$ cat src/hw/rtl/cta_pkg.sv
// Shared types, constants and arithmetic helpers of the coverage compositor.
package cta_pkg;

	localparam logic [7:0]  CHAN_MAX   = 8'd255;
	localparam logic [16:0] CHAN_SQ    = 17'd65025;
	localparam logic [8:0]  RECIP_SQ   = 9'd258;
	localparam int          NUM_CHAN   = 3;

	localparam logic [1:0] CFG_FILL_COLOR   = 2'd0;
	localparam logic [1:0] CFG_EDGE_COLOR   = 2'd1;
	localparam logic [1:0] CFG_PREMULT_MODE = 2'd2;

	typedef struct packed {
		logic                      valid;
		logic [7:0]                alpha;
		logic [NUM_CHAN-1:0][8:0]  color;
	} blend_t;

	typedef struct packed {
		logic       valid;
		logic [7:0] alpha;
		logic [7:0] level;
	} lane_t;

	typedef struct packed {
		logic [1:0] q;
		logic [7:0] rem;
	} div2_t;

	// floor(x / 255) for x up to 255 * 255
	function automatic logic [7:0] div255(input logic [15:0] x);
		logic [16:0] sum;
		sum = {1'b0, x} + {9'd0, x[15:8]} + 17'd1;
		return sum[15:8];
	endfunction

	// two restoring division steps; rem stays below d
	function automatic div2_t div_step2(input logic [7:0] rem, input logic [1:0] bits,
			input logic [7:0] d);
		div2_t      res;
		logic [8:0] t;
		logic [7:0] r;
		r = rem;
		for (int i = 1; i >= 0; i--) begin
			t = {r, bits[i]};
			if (t >= {1'b0, d}) begin
				res.q[i] = 1'b1;
				r = 8'(t - {1'b0, d});
			end else begin
				res.q[i] = 1'b0;
				r = t[7:0];
			end
		end
		res.rem = r;
		return res;
	endfunction

endpackage

$ cat src/hw/rtl/coverage_to_argb_compositor.sv
// Top level of the coverage-to-ARGB compositor: registers, pipeline and output.
//
// Each input word carries the body and fill coverage of one pixel; each output
// word is the composited 32-bit ARGB pixel, alpha in the top byte, blue lowest.
// Both channels use valid/ready. The configuration port writes fill colour,
// edge colour and the premultiplied flag with cfg_we, cfg_idx and cfg_data;
// write it only while no pixel is in flight.
// From input acceptance to output valid a pixel passes four blend stages
// (coverage products, second product, reciprocal estimate, correction and
// sum) and five lane stages (saturation setup plus four stages of the
// straight-alpha divider, two quotient bits each).
// Throughput is one pixel per cycle; every multiplier and divider stage is
// fully pipelined, so a new pixel enters on each cycle the output is free.
// Reset empties the pipeline and loads fill colour 0xFFFFFF, edge colour 0
// and premultiplied mode.
// When the receiver stalls with a word waiting, the whole pipeline holds and
// in_ready drops; nothing is lost or repeated.
module coverage_to_argb_compositor
	import cta_pkg::*;
(
	input  logic        clk,
	input  logic        arst_n,
	input  logic        cfg_we,
	input  logic [1:0]  cfg_idx,
	input  logic [23:0] cfg_data,
	input  logic        in_valid,
	output logic        in_ready,
	input  logic [7:0]  body_coverage,
	input  logic [7:0]  fill_coverage,
	output logic        out_valid,
	input  logic        out_ready,
	output logic [31:0] argb_pixel
);

	logic [23:0] fill_color_q;
	logic [23:0] edge_color_q;
	logic        premult_q;

	logic   adv;
	blend_t blend;
	lane_t  lane [NUM_CHAN];

	always_ff @(posedge clk or negedge arst_n) begin
		if (!arst_n) begin
			fill_color_q <= 24'hFFFFFF;
			edge_color_q <= 24'h000000;
			premult_q    <= 1'b1;
		end else if (cfg_we) begin
			unique case (cfg_idx)
				CFG_FILL_COLOR:   fill_color_q <= cfg_data;
				CFG_EDGE_COLOR:   edge_color_q <= cfg_data;
				CFG_PREMULT_MODE: premult_q    <= cfg_data[0];
				default: ;
			endcase
		end
	end

	// advance unless a finished word is held by the receiver
	assign adv      = ~lane[0].valid | out_ready;
	assign in_ready = adv;

	cta_blend u_blend (
		.clk        (clk),
		.arst_n     (arst_n),
		.adv        (adv),
		.in_valid   (in_valid),
		.body       (body_coverage),
		.fill       (fill_coverage),
		.fill_color (fill_color_q),
		.edge_color (edge_color_q),
		.res        (blend)
	);

	for (genvar k = 0; k < NUM_CHAN; k++) begin : g_lane
		cta_div_lane u_lane (
			.clk      (clk),
			.arst_n   (arst_n),
			.adv      (adv),
			.in_valid (blend.valid),
			.alpha    (blend.alpha),
			.color    (blend.color[k]),
			.premult  (premult_q),
			.res      (lane[k])
		);
	end

	assign out_valid  = lane[0].valid;
	assign argb_pixel = (lane[0].alpha == 8'd0) ? 32'd0 :
		{lane[0].alpha, lane[2].level, lane[1].level, lane[0].level};

endmodule

$ cat src/hw/rtl/cta_blend.sv
// Four-stage blend of the two coverage layers into alpha and premultiplied colour.
module cta_blend
	import cta_pkg::*;
(
	input  logic        clk,
	input  logic        arst_n,
	input  logic        adv,
	input  logic        in_valid,
	input  logic [7:0]  body,
	input  logic [7:0]  fill,
	input  logic [23:0] fill_color,
	input  logic [23:0] edge_color,
	output blend_t      res
);

	logic valid_s1, valid_s2, valid_s3, valid_s4;

	logic [15:0]               prod_s1;
	logic [7:0]                nf_s1;
	logic [NUM_CHAN-1:0][15:0] eb_s1;
	logic [NUM_CHAN-1:0][15:0] ff_s1;

	logic [7:0]                alpha_s2;
	logic [NUM_CHAN-1:0][23:0] y_s2;
	logic [NUM_CHAN-1:0][7:0]  fterm_s2;

	logic [7:0]                alpha_s3;
	logic [NUM_CHAN-1:0][23:0] y_s3;
	logic [NUM_CHAN-1:0][7:0]  fterm_s3;
	logic [NUM_CHAN-1:0][7:0]  q0_s3;

	logic [7:0]                alpha_s4;
	logic [NUM_CHAN-1:0][8:0]  color_s4;

	logic [7:0]                nb, nf;
	logic [NUM_CHAN-1:0][32:0] est;
	logic [NUM_CHAN-1:0][24:0] back;
	logic [NUM_CHAN-1:0][16:0] rest;
	logic [NUM_CHAN-1:0][7:0]  eterm;

	assign nb = CHAN_MAX - body;
	assign nf = CHAN_MAX - fill;

	always_comb begin
		for (int k = 0; k < NUM_CHAN; k++) begin
			est[k]   = 33'(y_s2[k]) * 33'(RECIP_SQ);
			back[k]  = 25'(q0_s3[k]) * 25'(CHAN_SQ);
			rest[k]  = 17'(25'(y_s3[k]) - back[k]);
			eterm[k] = q0_s3[k] + ((rest[k] >= CHAN_SQ) ? 8'd1 : 8'd0);
		end
	end

	always_ff @(posedge clk or negedge arst_n) begin
		if (!arst_n) begin
			valid_s1 <= 1'b0;
			valid_s2 <= 1'b0;
			valid_s3 <= 1'b0;
			valid_s4 <= 1'b0;
		end else if (adv) begin
			valid_s1 <= in_valid;
			valid_s2 <= valid_s1;
			valid_s3 <= valid_s2;
			valid_s4 <= valid_s3;
		end
	end

	always_ff @(posedge clk) begin
		if (adv) begin
			prod_s1  <= 16'(nb) * 16'(nf);
			nf_s1    <= nf;
			alpha_s2 <= CHAN_MAX - div255(prod_s1);
			alpha_s3 <= alpha_s2;
			alpha_s4 <= alpha_s3;
			for (int k = 0; k < NUM_CHAN; k++) begin
				eb_s1[k]    <= 16'(edge_color[8*k +: 8]) * 16'(body);
				ff_s1[k]    <= 16'(fill_color[8*k +: 8]) * 16'(fill);
				y_s2[k]     <= 24'(eb_s1[k]) * 24'(nf_s1);
				fterm_s2[k] <= div255(ff_s1[k]);
				q0_s3[k]    <= est[k][31:24];
				y_s3[k]     <= y_s2[k];
				fterm_s3[k] <= fterm_s2[k];
				color_s4[k] <= 9'(eterm[k]) + 9'(fterm_s3[k]);
			end
		end
	end

	assign res.valid = valid_s4;
	assign res.alpha = alpha_s4;
	assign res.color = color_s4;

endmodule

$ cat src/hw/rtl/cta_div_lane.sv
// One colour lane: pass the premultiplied level through, or saturate or divide by alpha, two quotient bits per stage.
module cta_div_lane
	import cta_pkg::*;
(
	input  logic       clk,
	input  logic       arst_n,
	input  logic       adv,
	input  logic       in_valid,
	input  logic [7:0] alpha,
	input  logic [8:0] color,
	input  logic       premult,
	output lane_t      res
);

	logic valid_s1, valid_s2, valid_s3, valid_s4, valid_s5;
	logic [7:0] d_s1, d_s2, d_s3, d_s4, d_s5;
	logic       sat_s1, sat_s2, sat_s3, sat_s4, sat_s5;
	logic [7:0] pm_s1, pm_s2, pm_s3, pm_s4, pm_s5;
	logic [7:0] rem_s1, rem_s2, rem_s3, rem_s4;
	logic [7:0] low_s1, low_s2, low_s3, low_s4;
	logic [7:0] q_s2, q_s3, q_s4, q_s5;

	logic [15:0] num;
	div2_t       st2, st3, st4, st5;

	assign num = {color[7:0], 8'd0} - 16'(color[7:0]);
	assign st2 = div_step2(rem_s1, low_s1[7:6], d_s1);
	assign st3 = div_step2(rem_s2, low_s2[7:6], d_s2);
	assign st4 = div_step2(rem_s3, low_s3[7:6], d_s3);
	assign st5 = div_step2(rem_s4, low_s4[7:6], d_s4);

	always_ff @(posedge clk or negedge arst_n) begin
		if (!arst_n) begin
			valid_s1 <= 1'b0;
			valid_s2 <= 1'b0;
			valid_s3 <= 1'b0;
			valid_s4 <= 1'b0;
			valid_s5 <= 1'b0;
		end else if (adv) begin
			valid_s1 <= in_valid;
			valid_s2 <= valid_s1;
			valid_s3 <= valid_s2;
			valid_s4 <= valid_s3;
			valid_s5 <= valid_s4;
		end
	end

	always_ff @(posedge clk) begin
		if (adv) begin
			d_s1   <= alpha;
			sat_s1 <= color >= {1'b0, alpha};
			pm_s1  <= color[8] ? CHAN_MAX : color[7:0];
			rem_s1 <= num[15:8];
			low_s1 <= num[7:0];

			d_s2   <= d_s1;
			sat_s2 <= sat_s1;
			pm_s2  <= pm_s1;
			rem_s2 <= st2.rem;
			low_s2 <= {low_s1[5:0], 2'b00};
			q_s2   <= {6'd0, st2.q};

			d_s3   <= d_s2;
			sat_s3 <= sat_s2;
			pm_s3  <= pm_s2;
			rem_s3 <= st3.rem;
			low_s3 <= {low_s2[5:0], 2'b00};
			q_s3   <= {q_s2[5:0], st3.q};

			d_s4   <= d_s3;
			sat_s4 <= sat_s3;
			pm_s4  <= pm_s3;
			rem_s4 <= st4.rem;
			low_s4 <= {low_s3[5:0], 2'b00};
			q_s4   <= {q_s3[5:0], st4.q};

			d_s5   <= d_s4;
			sat_s5 <= sat_s4;
			pm_s5  <= pm_s4;
			q_s5   <= {q_s4[5:0], st5.q};
		end
	end

	assign res.valid = valid_s5;
	assign res.alpha = d_s5;
	assign res.level = premult ? pm_s5 : (sat_s5 ? CHAN_MAX : q_s5);

endmodule

$ cat config.mk
export PLATFORM = sky130hd
export DESIGN_NAME = coverage_to_argb_compositor
export DESIGN_NICKNAME = d
export VERILOG_FILES = /design/src/hw/rtl/cta_pkg.sv /design/src/hw/rtl/coverage_to_argb_compositor.sv /design/src/hw/rtl/cta_blend.sv /design/src/hw/rtl/cta_div_lane.sv
export SDC_FILE = /design/constraint.sdc
export NUM_CORES = 2
export LEC_CHECK = 0
export BUFFER_PORTS_ARGS = -buffer_cell sky130_fd_sc_hd__buf_2
export CORE_ASPECT_RATIO = 1.1
export CORE_MARGIN = 3
export CORE_UTILIZATION = 50
export DETAILED_ROUTE_END_ITERATION = 8
export PLACE_DENSITY_LB_ADDON = 0.2
export SKIP_CTS_REPAIR_TIMING = 1
export SYNTH_ARGS = -nofsm -noshare
export SYNTH_HDL_FRONTEND = slang
export SYNTH_SLANG_ARGS = --single-unit
$ cat constraint.sdc
create_clock -name clk -period 34.9 [get_ports clk]
set_input_delay 6.98 -clock clk [delete_from_list [all_inputs] [get_ports clk]]
set_output_delay 6.98 -clock clk [all_outputs]
set_load 0.02 [all_outputs]
=== After elaboration in Yosys (flattened, before gate mapping) ===
Cells that the tools add are included.
W data, S select, Z words.

* Flip-flop bits (word level): 815
* Output and inout port bits: 34
* Word-level logic and storage cells: 266

* Magnitude comparators: 30
* Reductions and logical operators: 5
* $add $sub $neg: 44
* Equality and inequality tests: 2
* Multipliers: 16
* Multiplexer cells: 55
* Bitwise operators: 2

{| class="wikitable"
|+ Operator list
! kind !! number
|-
| $ge A9 B8 Y1 || 27
|-
| $mux W8 || 27
|-
| $sub A8 B8 Y8 || 21
|-
| $mul A8 B8 Y16 || 7
|-
| $mul A24 B8 Y31 const B || 3
|-
| $mul A16 B8 Y24 || 3
|-
| $add A16 B1 Y16 const B || 4
|-
| $add A16 B8 Y16 || 4
|-
| $ge A17 B16 Y1 const B || 3
|-
| $mul A8 B16 Y17 const B || 3
|-
| $sub A17 B17 Y17 || 3
|-
| $sub A16 B8 Y16 || 3
|-
| $mux W32 || 1
|-
| $add A8 B8 Y9 || 3
|-
| $mux W1 || 27
|-
| $add A8 B8 Y8 || 3
|-
| $sub A8 B8 Y8 const A || 3
|-
| $logic_not A8 Y1 || 1
|-
| $reduce_and A2 Y1 || 3
|-
| $eq A2 B1 Y1 const B || 1
|-
| $eq A2 B2 Y1 const B || 1
|-
| $logic_not A2 Y1 || 1
|-
| $not A1 Y1 || 1
|-
| $or A1 B1 Y1 || 1
|}

=== Longest topological paths before layout ===
* Word-level depth: 6
* Gate-level depth with buffers: 29
* Mapped depth without buffers: 29

=== Cells and area by module ===
From an unflattened synthesis, not the netlist that was laid out.

* Cell total of the unflattened synthesis: 6723
* Area, all modules: 74457.7 µm²

{| class="wikitable"
|+ By module, submodules not included
! module !! instances !! area each (µm²) !! cells an instance
|-
| cta_blend || 1 || 46382.0 || 4541
|-
| cta_div_lane at g_lane[0].u_lane ... || 2 || 8660.8 || 679
|-
| cta_div_lane at g_lane[2].u_lane || 1 || 8619.5 || 680
|-
| coverage_to_argb_compositor || 1 || 2134.5 || 144
|}

=== Least setup slack after synthesis ===
Ideal clock, no wire load.

* Path type: input port to output port
* Start point: input port out_ready
* End point: output port in_ready
* Arrival time: 27.900 ns
* Slack: 0.020 ns
* Required time: 27.920 ns
* Cell stages on the path: 2
* Cell sequence: nand2b_1 -> clkbuf_1

* Word-level cells in the longest chain between the ends: 1

{| class="wikitable"
|+ RTL lines
! item !! RTL line !! text
|-
| from (decl) || coverage_to_argb_compositor.sv:31 || <nowiki>input logic out_ready,</nowiki>
|-
| $or A1 B1 Y1 || coverage_to_argb_compositor.sv:59 || <nowiki>assign adv = ~lane[0].valid | out_ready;</nowiki>
|-
| to (decl) || coverage_to_argb_compositor.sv:27 || <nowiki>output logic in_ready,</nowiki>
|}

No other way between the ends.

=== Worst setup path in the final report ===
Same ends and word-level chain as after synthesis.

==> metrics.md <==
| Metric | Value |
|---|---|
| Final instance count without filler cells | about 8300 |
| Mapped Nets | 7923 |
| Post-synth EDFFs | 757 |
| Synth Cell Area | about 70000 sq um |
| CP required | around 28000 ps |
| Clock slew at reported path FFs | 60 ps |
| Max incr delay on CP | 550 ps |
| TritonCTS buffer count | 92 |
| CP Cell Sequence | buf_2, nand2b_4, buf_2 |
| Top_reg_cell synth | edfxtp_1 |
| Dpl hpwl | between 100 and 150 mm |
| Drt pass-1 iters | 5 |
| Worst Clk Skew | 33.6 ps |
| Avg Synthesized Cell Area | between 10 and 15 sq um |
| Critical path arrival | between 7000 and 8000 ps |
| Wire length of the first global-routing pass | between 200 and 250 mm |
| Sum of buffers and inverters on the critical path | 2 |
| Initial antenna violation count | 0 |
| WS Path Type | in -> out |
| Clk buf depth | 3 |
| IO Count | 81 |
| I/O Buffers | 80 |
| Placeable Area | 139000 sq um |
| Slew margin rel. | about 36% |
| Final setup viols | 0 |
| Critical path's top delay family | simple AND/OR/NAND/NOR gates |
| Max-Cap Viols | 0 |
| CP max FO | 42 |
| Most numerous cell on the critical path | buf_2 |
| Final nets | roughly 8000 |
| Die Span Y | roughly 400 um |
| Htree depth | 3 |
| Worst setup EP type | output port |
| Sequential fraction of the synthesis area | 34.3% |
| Antenna Cells | 0 |
| Share of cells above drive strength 1 | under 10% |
| Total Routing Usage GR | 19.7% |
| Final Hold Fails | 0 |
| Synth warnings | 0 |
| Clock tree from TritonCTS | yes |
| Routed WL per cell | between 15 and 20 um |
| FP Rows | between 100 and 150 |
| Synthesized flop and latch total | a little over 800 |
| Library cells used by synthesis | 75 |
| Hold Path Class | reg -> reg |
| Mapped Cells | 6363 |
| Startpoint Class | primary input |
| Starting Density | 50.7% |
| ANT nets after route | 0 |
| Total gr overflow | 0 |
| Fmax | 67.0 MHz |
| Syn-to-layout area delta | 7.84% |
| DRT iter0 DRCs | ~2000 |
| Vias in the first global route | 46400 |
| Slew Limit Fails | 0 |
| Total number of vias | roughly 44000 |
| Clock Latency Late Sink | roughly 720 ps |
| Least-Margin Pin Slew | 964 ps |
| CP max stage cell | nand2b_4 |
| Setup TNS | 0 ps |
| CTS Root Buffer Type | clkbuf_16 |
| Die Width | between 300 and 400 um |
| Remaining DRCs | 0 |
| Via density | approximately 5.3 |
| Largest net degree at the start of global routing | 83 |
| Status | completed |
| Drt total wl | 138 mm |
| Post-synth ARST share | 7.12% |
| Total clock sinks | 815 |
| RSZ-0062 raised after global routing | no |
| Inst Count DP | slightly above 8000 |
| Min Tclk post-route | ~15000 ps |
| Gpl congestion | around 0.82 |
| Crit share post-route | a little over two fifths |
| Die Area | 146000 sq um |
-- state kept, by name, summed over array words and instances (netlist names), 27 cells and up --
register	cells
u_blend.eb_s1	48
u_blend.ff_s1	48
u_blend.res	27
u_blend.y_s2	72
u_blend.y_s3	51
-- final timing paths --
path                                    startpoint  slack [ps]                      end  cells after the start
hold reg to reg            g_lane[1].u_lane.sat_s2         400  g_lane[1].u_lane.sat_s3                      0
hold / removal             g_lane[1].u_lane.sat_s2         400  g_lane[1].u_lane.sat_s3                      0
setup reg to reg                 u_blend.q0_s3[16]       27630          u_blend.res[25]                     25
max in group asynchronous                   arst_n       27910          edge_color_q[2]                      2
min in group asynchronous                   arst_n        6440         u_blend.valid_s1                      2
setup / recovery                         out_ready       19970                 in_ready                      3
-- routing by layer --
metal  up-vias  share of wire [%]  global-route usage (%)  wire length, um
met3       206                3.1                    2.23             4360
met2       624                 49                    34.4            68100
met5         -                  0                       0                0
met1     21800                 45                    25.9            62400
li1      21700                  -                       -                -
met4         0                2.5                    5.75             3460
-- synth_stat cells (58+ instances only) --
library cell | instances | area share, %
ha_1 | 937 | 17
inv_1 | 917 | 4.9
edfxtp_1 | 757 | 32
fa_1 | 576 | 16
nand2_1 | 503 | 2.7
and2_1 | 415 | 3.7
nor2_1 | 305 | 1.6
xnor2_1 | 274 | 3.4
mux2_2 | 184 | 2.9
a21oi_1 | 171 | 1.2
o21ai_0 | 130 | 0.92
clkbuf_1 | 120 | 0.64
a21o_1 | 95 | 1.0
xor2_1 | 95 | 1.2
nor2b_1 | 74 | 0.66
o21a_1 | 69 | 0.73
or2_2 | 68 | 0.60
nor3_1 | 62 | 0.44
nand3_1 | 58 | 0.41
-- cell usage in the layout (no fill, tap or decap), types with 74 or more instances in the layout --
cell type and n:
nor2_1 304, and2_1 415, inv_1 917, ha_1 937, edfxtp_1 757, xnor2_1 274, a21oi_1 171, mux2_2 184
buf_2 80, o21ai_0 130, xor2_1 95, fa_1 576, a21o_1 95, nor2b_1 74, clkbuf_16 92, nand2_1 503
-- worst register-to-register path: stages (launching register included) --
cell and delay (ps):
edfxtp_1 530, inv_1 260, fa_1 580, inv_1 50, fa_1 510, fa_1 430
fa_1 540, inv_1 40, ha_1 350, xnor2_1 180, o221ai_1 160, a2111oi_0 440
nand4_1 150, a311o_1 380, o311a_1 340, o21ai_1 240, ha_1 210, ha_1 250
ha_1 280, a21o_1 170, a21oi_1 220, o21bai_1 90, a21oi_1 240, o21bai_1 110
a21oi_1 190, xnor2_1 100
-- cell type report --
class	instances	area (sq um)
fill	11900	63000
multi-input combinational	4499	42400
sequential	815	24200
inverter	917	3440
clock buffer	99	2330
tap	1812	2270
clock inverter	71	785
timing repair buffer	111	633
-- stage by stage --
| stage | hold WS [ps] | cell area, sq um | setup WS, ps | utilization (%) |
|---|---|---|---|---|
| final | 399 | 76000 | 19970 | 54.7 |
| after global routing | 398 | 76000 | 19890 | 54.7 |
| after CTS | 396 | 76000 | 19880 | 54.7 |
| after detailed placement | 405 | 72900 | 19890 | 52.4 |
| after global placement | 401 | 72900 | 19880 | 52.4 |
| after floorplan | 400 | 70500 | 20.3 | - |
-- kinds of logic after synthesis --
| group | share of synthesized area (%) |
|---|---|
| buffers and inverters | 5.60 |
| multiplexers | 3.41 |
| AND/OR/NAND/NOR | 11.8 |
| AO/OA/AOI/OAI | 7.24 |
| XOR/XNOR | 4.58 |
| adder cells (fa/ha/maj) | 33.0 |
| flip-flops | 34.3 |
Power is left out: the tool's default activity adds up to more than one toggle a clock period on the data nets, which glitch-free logic cannot reach.
